[src/rtl/core/pfd_pkg.sv]
// Shared constants, types and state encodings for the polar FM discriminator.
package pfd_pkg;

	// Field widths of the sample and result channels.
	localparam int SAMPLE_W = 16;
	localparam int PHASE_W  = 16;
	localparam int MAG_W    = 16;

	// Length of the sample line and width of the fill counter.
	localparam int DELAY  = 16;
	localparam int FILL_W = $clog2(DELAY + 1);

	// Fixed-point phase arithmetic: angles as fractions of pi in Q0.60.
	localparam int FRAC_BITS  = 60;
	localparam int QW         = FRAC_BITS;
	localparam int GW         = FRAC_BITS + 1;
	localparam int TURN_SHIFT = FRAC_BITS - (PHASE_W - 1);

	// Divider and series sizing.
	localparam int DIV_STEPS    = 4;
	localparam int QDIV_CYCLES  = FRAC_BITS / DIV_STEPS;
	localparam int TDIV_CYCLES  = QW / DIV_STEPS;
	localparam int CNT_W        = $clog2(QDIV_CYCLES + 1);
	localparam int SERIES_TERMS = 40;
	localparam int K_W          = $clog2(SERIES_TERMS);
	localparam int DIVISOR_W    = K_W + 1;
	localparam int DEN_W        = SAMPLE_W + 1;

	// Fold threshold: fold when min/max exceeds 29/70.
	localparam int FOLD_NUM = 70;
	localparam int FOLD_DEN = 29;
	localparam int FOLD_W   = SAMPLE_W + 7;

	// Multiplier split into 32-bit halves.
	localparam int HALF_W = 32;
	localparam int ACC_W  = 2 * QW;

	// Magnitude square root sizing.
	localparam int SQ_W       = 2 * SAMPLE_W - 1;
	localparam int SUM_W      = 2 * SAMPLE_W;
	localparam int ROOT_STEPS = SAMPLE_W;
	localparam int ROOT_CNT_W = $clog2(ROOT_STEPS);

	// Q0.60 constants.
	localparam logic [QW-1:0] INV_PI_Q = 60'd366986312910250153;
	localparam logic [GW-1:0] Q_ONE     = GW'(1) << FRAC_BITS;
	localparam logic [GW-1:0] Q_HALF    = GW'(1) << (FRAC_BITS - 1);
	localparam logic [GW-1:0] Q_QUARTER = GW'(1) << (FRAC_BITS - 2);

	// One entry of the sample line.
	typedef struct packed {
		logic [PHASE_W-1:0] phase;
		logic [MAG_W-1:0]   magnitude;
	} line_entry_t;

	// Request to the shared fractional multiplier.
	typedef struct packed {
		logic          start;
		logic [QW-1:0] a;
		logic [QW-1:0] b;
	} mul_req_t;

	// Phase unit sequencer.
	typedef enum logic [3:0] {
		PH_IDLE,
		PH_SETUP,
		PH_QDIV,
		PH_SQUARE,
		PH_TDIV,
		PH_TACC,
		PH_TMUL,
		PH_ATAN,
		PH_SCALE,
		PH_UNFOLD_FOLD,
		PH_UNFOLD_SWAP,
		PH_UNFOLD_SIDE,
		PH_FINISH
	} ph_state_t;

	// Magnitude unit sequencer.
	typedef enum logic [1:0] {
		MG_IDLE,
		MG_SQUARE,
		MG_SUM,
		MG_ROOT
	} mg_state_t;

	// Top-level control.
	typedef enum logic [1:0] {
		TOP_IDLE,
		TOP_WORK,
		TOP_COMMIT
	} top_state_t;

endpackage

[src/rtl/core/pfd_line_cell.sv]
// One cell of the sample line: holds a phase and a magnitude and passes them on.
module pfd_line_cell
	import pfd_pkg::*;
(
	input  logic        clk,
	input  logic        shift,
	input  line_entry_t d,
	output line_entry_t q
);

	line_entry_t entry_q;

	// Take the neighbor's entry whenever the line advances.
	always_ff @(posedge clk) begin
		if (shift) begin
			entry_q <= d;
		end
	end

	assign q = entry_q;

endmodule

[config.mk]
export PLATFORM = sky130hd
export DESIGN_NAME = pfd_line_cell
export DESIGN_NICKNAME = d
export VERILOG_FILES = /design/src/rtl/core/pfd_pkg.sv /design/src/rtl/core/pfd_line_cell.sv
export SDC_FILE = /design/constraint.sdc
export NUM_CORES = 1
export LEC_CHECK = 0
export ABC_AREA = 0
export CAP_MARGIN = 0
export CORE_MARGIN = 2
export CORE_UTILIZATION = 62
export CTS_CLUSTER_SIZE = 20
export DETAILED_ROUTE_END_ITERATION = 6
export DONT_BUFFER_PORTS = 1
export PLACE_DENSITY_LB_ADDON = 0.15
export SYNTH_ARGS = -nofsm -noshare
export SYNTH_HDL_FRONTEND = slang
export SYNTH_SLANG_ARGS = --single-unit
[constraint.sdc]
create_clock -name clk -period 0.9 [get_ports clk]
set_input_delay 0.135 -clock clk [delete_from_list [all_inputs] [get_ports clk]]
set_output_delay 0.135 -clock clk [all_outputs]
set_load 0.01 [all_outputs]
==> flow_metrics.py, run 1 <==
metrics = {
    "place": {
        "io_buffers": 0,
        "dpl_worst_slack_ps": 342.7,
        "dp.cells": 48,
        "finalWeightedCongestion": 0.5543,
    },
    "logic_synthesis": {
        "synth_cell_types": 1,
        "synth_area_um2": 960.9,
        "yosysTopAreaCell": "edfxtp_1",
        "ys_async_sr_fraction_pct": 0,
        "yosys_warnings": 0,
        "syn-num-nets": 66,
        "synth-seq-cells": 32,
        "yosysSeqAreaShare_pct": 100.0,
        "synth_area_leaders": "edfxtp_1 (100%)",
        "ys.flop_type": "edfxtp_1",
        "synth_edf_count": 32,
        "syn_area_per_cell_um2": 30.03,
        "synth_top_cell_area_share_pct": 100.0,
        "synth.most_common_cell": "edfxtp_1",
        "synthCells": 32,
        "synth_commonest_cells": "edfxtp_1 (32)",
    },
    "run_status": {
        "tool.error": "[ERROR DPL-0033] detailed placement checks failed during check placement.",
        "outcome": "aborted with a tool error",
        "lastStage": "clock tree synthesis",
    },
    "die": {
        "die_h_um": 43.37,
        "dieWidth_um": 43.37,
        "rows": 14,
        "io_pins": 66,
        "initial_utilization_pct": 65.31,
    },
    "clock_tree": {
        "cts_root_buffer": "clkbuf_4",
        "htreeDepth": 2,
        "holdBufCountCts": 32,
        "clockBufferDepth": 2,
        "post_cts_buffers": 0,
        "ctsResizeCount": 0,
        "cts_sinks": 32,
        "cts_buffers": 5,
    },
}
[cells by family after synthesis]
group	synth area share, %
DFF	100.0
[through the flow]
step	hold slack [ps]	utilization [%]	instance area, µm²
2_1_floorplan	233.9	-	960.9
3_3_place_gp	233.9	66.67	980.9
3_5_place_dp	233.9	66.67	980.9
==> inputs of run 2 (changes only) <==
CORE_AREA = 2 2 63 65   (was unset)
CORE_MARGIN = unset   (was 2)
CORE_UTILIZATION = unset   (was 62)
CTS_CLUSTER_SIZE = unset   (was 20)
DIE_AREA = 0 0 65 67   (was unset)
==> flow_metrics.py, run 2 <==
metrics = {
    "timing": {
        "hold_ws_ps": -29.98,
        "hold_viol_final": 32,
        "period_share_pct": 94.10,
        "drv_slew": 0,
        "setup_viol": 0,
        "rsz0062_at_grt": "false",
        "setup_tns_ps": 0,
        "tightest_slew_ps": 145.8,
        "max_slew_margin_pct": 90.30,
        "fmax_ghz": 1.181,
        "period_needed_ps": 846.9,
    },
    "layout": {
        "diodes": 0,
        "layout-drive-gt1-share_pct": 9.722,
        "area_growth_pct": 50.78,
        "fin_area_um2": 1449,
        "final_cell_mix": "dlygate4sd3_1 (32), edfxtp_1 (32), clkbuf_8 (5)",
        "finalNonFillerCells": 120,
        "n_fill_cell": 341,
        "fin_nets": 105,
        "multi_input_area_um2": 0,
        "largest_reg_flops": 32,
        "multi_input_cells": 0,
    },
    "logic_synthesis": {
        "synth_area_leaders": "edfxtp_1 (100%)",
        "yosysSeqAreaShare_pct": 100.0,
        "synth_commonest_cells": "edfxtp_1 (32)",
        "syn-num-nets": 66,
        "synthCells": 32,
        "synth_top_cell_area_share_pct": 100.0,
        "ys_async_sr_fraction_pct": 0,
        "syn_area_per_cell_um2": 30.03,
        "ys.flop_type": "edfxtp_1",
        "synth-seq-cells": 32,
        "synth_area_um2": 960.9,
        "synth_edf_count": 32,
        "synth_cell_types": 1,
        "yosys_warnings": 0,
        "yosysTopAreaCell": "edfxtp_1",
        "synth.most_common_cell": "edfxtp_1",
    },
    "global_routing": {
        "grt.total_usage_pct": 8.653,
        "grt_max_degree": 33,
        "overflow": 0,
        "antenna_found_initial": 0,
        "grt_pass1_wl_um": 2553,
        "grt_pass1_vias": 492,
    },
    "critical_path": {
        "worstPathRequired_ps": 760,
        "critPathCaptureType": "primary output",
        "crit_arrival_ps": 710,
        "setup.worst_path.start_class": "register",
        "critPathMaxFanout": 1,
        "critPathKind": "reg -> out",
    },
    "detailed_routing": {
        "firstDrtPassIters": 4,
        "ant_nets": 0,
        "vias": 466,
        "vias_per_cell": 3.883,
        "wirelength_um": 1717,
        "drc": 0,
        "drt_iter0_drc": 16,
        "wl_per_cell_um": 14.31,
    },
    "die": {
        "dieWidth_um": 65,
        "initial_utilization_pct": 26.65,
        "rows": 22,
        "io_pins": 66,
        "core_area_um2": 3606,
        "die-area_um2": 4355,
        "die_h_um": 67,
    },
    "place": {
        "io_buffers": 0,
        "dp.cells": 80,
        "finalWeightedCongestion": 0.6071,
        "place_area_um2": 1021,
    },
    "clock_tree": {
        "cts_tree": "yes",
        "cts_buffers": 5,
        "clkTransAtPathRegs_ps": 60,
        "htreeDepth": 2,
        "cts_sinks": 32,
        "cts_root_buffer": "clkbuf_8",
        "clockBufferDepth": 2,
        "holdBufCountCts": 32,
    },
    "run_status": {
        "violations": "negative hold slack",
        "outcome": "finished with violations",
    },
    "power_and_ir_drop": {
        "ir_drop_mv": 0.8554,
        "power_mw": 3.282,
        "powerDensity_nw_per_um2": 2265,
        "cellLeakagePower_nw": 0.5020,
    },
    "job": {
        "maxCapViolCount": 0,
    },
    "hold_path": {
        "min_path_type": "in -> reg",
    },
}
run 2: kinds of logic (layout without fill, tap and decap cells):
family / count (synthesis) / count (layout) / share of synthesized area (%)
buffers and inverters: 0 / 40 / 0
DFF: 32 / 32 / 100.0
run 2: path summary, 6_finish.rpt:
check	start	to	slack [ps]	cells past startpoint
setup / recovery	q[24]$_DFFE_PP_	q[24]	50	0
hold / removal	shift	q[1]$_DFFE_PP_	-30	0
run 2: cell type report:
type / instances / area [µm²] / share of cell area (%)
flip-flops and latches: 32 / 960.9 / 66.32
clock buffers: 6 / 72.57 / 5.009
clock inverters: 2 / 35.03 / 2.418
well taps: 48 / 60.06 / 4.145
repair buffers: 32 / 320.3 / 22.11
run 2: per-stage QoR:
step	util, %	worst slack, ps	hold slack (ps)
6_report	40.18	53.09	-29.98
5_1_grt	40.18	16.07	-52.71
4_1_cts	40.18	26.79	-43.39
3_5_place_dp	28.31	335.6	233.9
3_3_place_gp	28.31	342.1	233.9
2_1_floorplan	-	371.2	233.9
run 2: what timing repair did:
item                                   4_1_cts  5_1_grt
setup buffers                                0        0
endpoints found under the hold margin       64       32
gates resized for setup                      0        0
run 2: power breakdown:
| group | total (mW) | internal, mW | leakage [nW] | switching, mW |
|---|---|---|---|---|
| logic | 0.110 | 0.0918 | 0.134 | 0.0182 |
| clock network | 1.29 | 0.820 | 0.0552 | 0.466 |
| registers | 1.89 | 1.78 | 0.313 | 0.105 |
| total | 3.28 | 2.69 | 0.502 | 0.589 |
run 2: metal layers:
layer | vias up | track usage [%] | wire (µm)
met3 | 5 | 5.068 | 197
li1 | 206 | - | -
met2 | 40 | 14.69 | 873
met4 | 0 | 3.989 | 32
met5 | - | 0 | 0
met1 | 215 | 8.451 | 614
Note: power is estimated with default switching activity, not from simulation.
