$ cat src/rtl/core/pfd_pkg.sv
// Shared constants, types and state encodings for the polar FM discriminator.
package pfd_pkg;

	// Field widths of the sample and result channels.
	localparam int SAMPLE_W = 16;
	localparam int PHASE_W  = 16;
	localparam int MAG_W    = 16;

	// Length of the sample line and width of the fill counter.
	localparam int DELAY  = 16;
	localparam int FILL_W = $clog2(DELAY + 1);

	// Fixed-point phase arithmetic: angles as fractions of pi in Q0.60.
	localparam int FRAC_BITS  = 60;
	localparam int QW         = FRAC_BITS;
	localparam int GW         = FRAC_BITS + 1;
	localparam int TURN_SHIFT = FRAC_BITS - (PHASE_W - 1);

	// Divider and series sizing.
	localparam int DIV_STEPS    = 4;
	localparam int QDIV_CYCLES  = FRAC_BITS / DIV_STEPS;
	localparam int TDIV_CYCLES  = QW / DIV_STEPS;
	localparam int CNT_W        = $clog2(QDIV_CYCLES + 1);
	localparam int SERIES_TERMS = 40;
	localparam int K_W          = $clog2(SERIES_TERMS);
	localparam int DIVISOR_W    = K_W + 1;
	localparam int DEN_W        = SAMPLE_W + 1;

	// Fold threshold: fold when min/max exceeds 29/70.
	localparam int FOLD_NUM = 70;
	localparam int FOLD_DEN = 29;
	localparam int FOLD_W   = SAMPLE_W + 7;

	// Multiplier split into 32-bit halves.
	localparam int HALF_W = 32;
	localparam int ACC_W  = 2 * QW;

	// Magnitude square root sizing.
	localparam int SQ_W       = 2 * SAMPLE_W - 1;
	localparam int SUM_W      = 2 * SAMPLE_W;
	localparam int ROOT_STEPS = SAMPLE_W;
	localparam int ROOT_CNT_W = $clog2(ROOT_STEPS);

	// Q0.60 constants.
	localparam logic [QW-1:0] INV_PI_Q = 60'd366986312910250153;
	localparam logic [GW-1:0] Q_ONE     = GW'(1) << FRAC_BITS;
	localparam logic [GW-1:0] Q_HALF    = GW'(1) << (FRAC_BITS - 1);
	localparam logic [GW-1:0] Q_QUARTER = GW'(1) << (FRAC_BITS - 2);

	// One entry of the sample line.
	typedef struct packed {
		logic [PHASE_W-1:0] phase;
		logic [MAG_W-1:0]   magnitude;
	} line_entry_t;

	// Request to the shared fractional multiplier.
	typedef struct packed {
		logic          start;
		logic [QW-1:0] a;
		logic [QW-1:0] b;
	} mul_req_t;

	// Phase unit sequencer.
	typedef enum logic [3:0] {
		PH_IDLE,
		PH_SETUP,
		PH_QDIV,
		PH_SQUARE,
		PH_TDIV,
		PH_TACC,
		PH_TMUL,
		PH_ATAN,
		PH_SCALE,
		PH_UNFOLD_FOLD,
		PH_UNFOLD_SWAP,
		PH_UNFOLD_SIDE,
		PH_FINISH
	} ph_state_t;

	// Magnitude unit sequencer.
	typedef enum logic [1:0] {
		MG_IDLE,
		MG_SQUARE,
		MG_SUM,
		MG_ROOT
	} mg_state_t;

	// Top-level control.
	typedef enum logic [1:0] {
		TOP_IDLE,
		TOP_WORK,
		TOP_COMMIT
	} top_state_t;

endpackage

$ cat src/rtl/core/pfd_mag_unit.sv
// Magnitude unit: squares, sum and a one-bit-per-cycle integer square root.
module pfd_mag_unit
	import pfd_pkg::*;
(
	input  logic                       clk,
	input  logic                       arst_n,
	input  logic                       start,
	input  logic signed [SAMPLE_W-1:0] i_sample,
	input  logic signed [SAMPLE_W-1:0] q_sample,
	output logic                       done,
	output logic [MAG_W-1:0]           magnitude
);

	mg_state_t               state_q;
	mg_state_t               state_d;
	logic                    done_q;
	logic                    done_d;
	logic signed [SAMPLE_W-1:0] i_q;
	logic signed [SAMPLE_W-1:0] q_q;
	logic signed [SUM_W-1:0] prod_i;
	logic signed [SUM_W-1:0] prod_q;
	logic [SQ_W-1:0]         sq_i_q;
	logic [SQ_W-1:0]         sq_q_q;
	logic [SUM_W-1:0]        s_q;
	logic [SUM_W-1:0]        root_q;
	logic [SUM_W-2:0]        bit_q;
	logic [SUM_W-1:0]        trial;
	logic [ROOT_CNT_W-1:0]   cnt_q;

	assign prod_i = i_q * i_q;
	assign prod_q = q_q * q_q;
	assign trial  = root_q + SUM_W'(bit_q);

	// State register.
	always_ff @(posedge clk or negedge arst_n) begin
		if (!arst_n) begin
			state_q <= MG_IDLE;
			done_q  <= 1'b0;
		end else begin
			state_q <= state_d;
			done_q  <= done_d;
		end
	end

	// Next state and completion.
	always_comb begin
		state_d = state_q;
		done_d  = 1'b0;
		unique case (state_q)
			MG_IDLE: begin
				if (start) begin
					state_d = MG_SQUARE;
				end
			end
			MG_SQUARE: state_d = MG_SUM;
			MG_SUM:    state_d = MG_ROOT;
			MG_ROOT: begin
				if (cnt_q == ROOT_CNT_W'(ROOT_STEPS - 1)) begin
					state_d = MG_IDLE;
					done_d  = 1'b1;
				end
			end
			default: state_d = MG_IDLE;
		endcase
	end

	// Datapath: square, add, then one root bit per cycle from the top.
	always_ff @(posedge clk) begin
		unique case (state_q)
			MG_IDLE: begin
				if (start) begin
					i_q <= i_sample;
					q_q <= q_sample;
				end
			end
			MG_SQUARE: begin
				sq_i_q <= prod_i[SQ_W-1:0];
				sq_q_q <= prod_q[SQ_W-1:0];
			end
			MG_SUM: begin
				s_q    <= SUM_W'(sq_i_q) + SUM_W'(sq_q_q);
				root_q <= '0;
				bit_q  <= (SUM_W - 1)'(1) << (SUM_W - 2);
				cnt_q  <= '0;
			end
			MG_ROOT: begin
				if (s_q >= trial) begin
					s_q    <= s_q - trial;
					root_q <= (root_q >> 1) + SUM_W'(bit_q);
				end else begin
					root_q <= root_q >> 1;
				end
				bit_q <= bit_q >> 2;
				cnt_q <= cnt_q + ROOT_CNT_W'(1);
			end
			default: ;
		endcase
	end

	assign done      = done_q;
	assign magnitude = root_q[MAG_W-1:0];

endmodule

$ cat config.mk
export PLATFORM = sky130hd
export DESIGN_NAME = pfd_mag_unit
export DESIGN_NICKNAME = d
export VERILOG_FILES = /design/src/rtl/core/pfd_pkg.sv /design/src/rtl/core/pfd_mag_unit.sv
export SDC_FILE = /design/constraint.sdc
export NUM_CORES = 2
export LEC_CHECK = 0
export BUFFER_PORTS_ARGS = -buffer_cell sky130_fd_sc_hd__buf_2
export CAP_MARGIN = 20
export CORE_MARGIN = 4
export CORE_UTILIZATION = 30
export CTS_BUF_LIST = sky130_fd_sc_hd__clkbuf_4 sky130_fd_sc_hd__clkbuf_8
export CTS_CLUSTER_SIZE = 14
export DETAILED_ROUTE_END_ITERATION = 16
export PLACE_DENSITY_LB_ADDON = 0.12
export SKIP_LAST_GASP = 1
export SLEW_MARGIN = 20
export SYNTH_ARGS = -nofsm -noshare
export SYNTH_HDL_FRONTEND = slang
export SYNTH_SLANG_ARGS = --single-unit
$ cat constraint.sdc
create_clock -name clk -period 17.6 [get_ports clk]
set_input_delay 1.76 -clock clk [delete_from_list [all_inputs] [get_ports clk]]
set_output_delay 1.76 -clock clk [all_outputs]
set_load 0.05 [all_outputs]
==> results.json <==
{
  "outcome": "completed",
  "syn-num-nets": 3687,
  "yosysWarnings": 0,
  "die-area_sq_um": 99300,
  "grt_max_degree": 61,
  "finalMaxSlewViolations": 0,
  "cts_hold_buf": 0,
  "rsz0062_at_grt": "false",
  "core_area_sq_um": 93500,
  "htreeDepth": 4,
  "slew_headroom_pct": 37.1,
  "syn_area_per_cell_sq_um": 9.70,
  "timing.final.ws_setup_ps": 10300,
  "fin_tns_setup_ps": 0,
  "regArea_sq_um": 5360,
  "gp_congestion": 0.847,
  "netlist_area_sq_um": 28300,
  "io-pin-count": 52,
  "dpl_worst_slack_ps": 10340,
  "end_kind": "flip-flop",
  "port_buffers": 51,
  "die_h_um": 315,
  "fin_crit_sh_pct": 41.5,
  "postCtsSetupBuffers": 0,
  "clock_path_buffers": 2,
  "synth.top_cells.by_area": "fa_1 (32%), edfxtp_1 (19%), ha_1 (12%)",
  "cp-start-kind": "flip-flop",
  "fill_cells": 9683,
  "yosys.area.top_type": "fa_1",
  "vias_per_cell": 4.58,
  "ys_ff_latch": 179,
  "syn_inst": 2919,
  "syn_to_final_growth_pct": 6.96,
  "final_antenna_net_count": 0,
  "grt_pass1_vias": 21200,
  "hpwl_mm": 55.6,
  "synth_flop_cell": "edfxtp_1",
  "rows": 112,
  "maxCapViolCount": 0,
  "hold_class": "reg -> reg",
  "fin_nets": 3681,
  "dr_total_vias": 19200,
  "yosysUniqueCellTypes": 70,
  "crit_fanout": 9,
  "drtPass1Iterations": 5,
  "die_w_um": 315,
  "antenna_found_initial": 2,
  "setup_violations": 0,
  "numCtsBuffers": 17,
  "multiInputGateArea_sq_um": 20100,
  "routed_wl_mm": 67.4,
  "clock_sinks": 179,
  "synth_edf_count": 176,
  "skew_ps": 23.4,
  "wl_per_cell_um": 16.1,
  "initial_core_util_pct": 30.3,
  "synth-seq-area-share_pct": 18.9,
  "drive_gt1_share_pct": 4.55,
  "cp.required_ps": 17920,
  "cts_tree": "done",
  "synth_most_common_cell": "inv_1",
  "clock_latency_ps": 580,
  "hold_start": "cnt_q[0]",
  "worstSetupPathType": "reg -> reg",
  "fmax_mhz": 137,
  "async_flop_share_pct": 1.68,
  "yosys.area.top_type_share_pct": 32.5,
  "ctsResizeCount": 0,
  "finalCriticalPeriod_ps": 7300,
  "hold_violations": 0,
  "critPathLaunch": "q_q[12]",
  "grt-ovfl-total": 0,
  "drt-initial-drc-count": 917,
  "grt_pass1_wl_mm": 112,
  "synth.top_cells.by_count": "inv_1 (657), fa_1 (459), ha_1 (274), nand2_1 (228), nor2_1 (180)",
  "r2r_start": "q_q[12]",
  "grtUsageTotal_pct": 14.2,
  "worstMarginPinSlew_ps": 943,
  "drc_errors": 0,
  "cts-root-buf": "clkbuf_8",
  "critical_path_arrival_ps": 7610,
  "clk_pin_slew_ps": 120
}
[logic make-up after synthesis]
kind of cell             after synthesis  synth area share (%)
AO/OA/AOI/OAI                        396                  9.12
XOR/XNOR                             198                  6.13
adder cells (fa/ha/maj)              733                  44.6
buffers and inverters                749                  10.2
flip-flops                           179                  18.9
multiplexers                          10                 0.385
AND/OR/NAND/NOR                      654                  10.7
[sequential cells by signal, indices dropped and copies added, names as in the netlist]
name,count
done,1
q_q,16
state_q,2
cnt_q,4
bit_q,16
root_q,32
i_q,16
sq_q_q,30
sq_i_q,30
s_q,32
[layout by cell type (no fill, tap or decap), types with 50 or more instances in the layout]
| master | synthesis | routed |
|---|---|---|
| a21o_1 | 50 | 50 |
| a21oi_1 | 112 | 112 |
| and2_1 | 81 | 80 |
| buf_2 | 4 | 51 |
| edfxtp_1 | 176 | 176 |
| fa_1 | 459 | 459 |
| ha_1 | 274 | 272 |
| inv_1 | 657 | 657 |
| nand2_1 | 228 | 228 |
| nor2_1 | 180 | 179 |
| o21ai_0 | 77 | 77 |
| xnor2_1 | 128 | 128 |
| xor2_1 | 70 | 70 |
[path summary, 6_finish.rpt]
check                        endpoint  slack [ps]  cells past startpoint
max                        sq_q_q[29]       10300                     22
min                          cnt_q[0]         610                      1
max reg2reg                sq_q_q[29]       10300                     22
min reg2reg                  cnt_q[0]         610                      1
max in group asynchronous  state_q[0]       16550                      1
min in group asynchronous        done         950                      1
[final cells by class]
type | count | share of cell area [%]
Antenna cell | 2 | 0.0165
Clock buffer | 18 | 0.818
Clock inverter | 14 | 0.525
Inverter | 661 | 8.20
Multi-Input combinational cell | 1991 | 66.3
Sequential cell | 179 | 17.7
Tap cell | 1254 | 5.18
Timing Repair Buffer | 63 | 1.21
[worst max-delay path, stage by stage, from the launching register on]
cell	delay, ps
edfxtp_1	630
clkinv_1	520
nor2_1	320
ha_1	290
xor2_1	190
fa_1	510
fa_1	510
inv_1	50
fa_1	480
fa_1	490
inv_1	50
fa_1	470
inv_1	40
ha_1	360
and4_1	260
a221o_1	320
a31oi_1	430
o21ai_0	250
a31oi_1	250
a21oi_1	140
a21o_1	190
a21oi_1	160
xnor2_1	90
[routing by layer]
layer  GRT usage (%)  share of wire (%)  vias to the layer above
met3            1.78                2.6                       49
li1                -                  -                     9197
met5               0                  0                        -
met2            25.5                 51                      246
met1            18.3                 45                     9675
met4            3.24                1.4                        0
[stage by stage]
stage	cells	cell area, sq um	utilization, %	hold slack, ps
floorplan	2919	28300	-	464
global placement	4147	29800	31.9	577
detailed placement	4148	29900	31.9	590
CTS	4180	30300	32.4	618
global route	4182	30300	32.4	648
finish	4182	30300	32.4	613
Power is not shown: default switching activity piles up to over one toggle a cycle in this logic, so the estimate is an artifact.
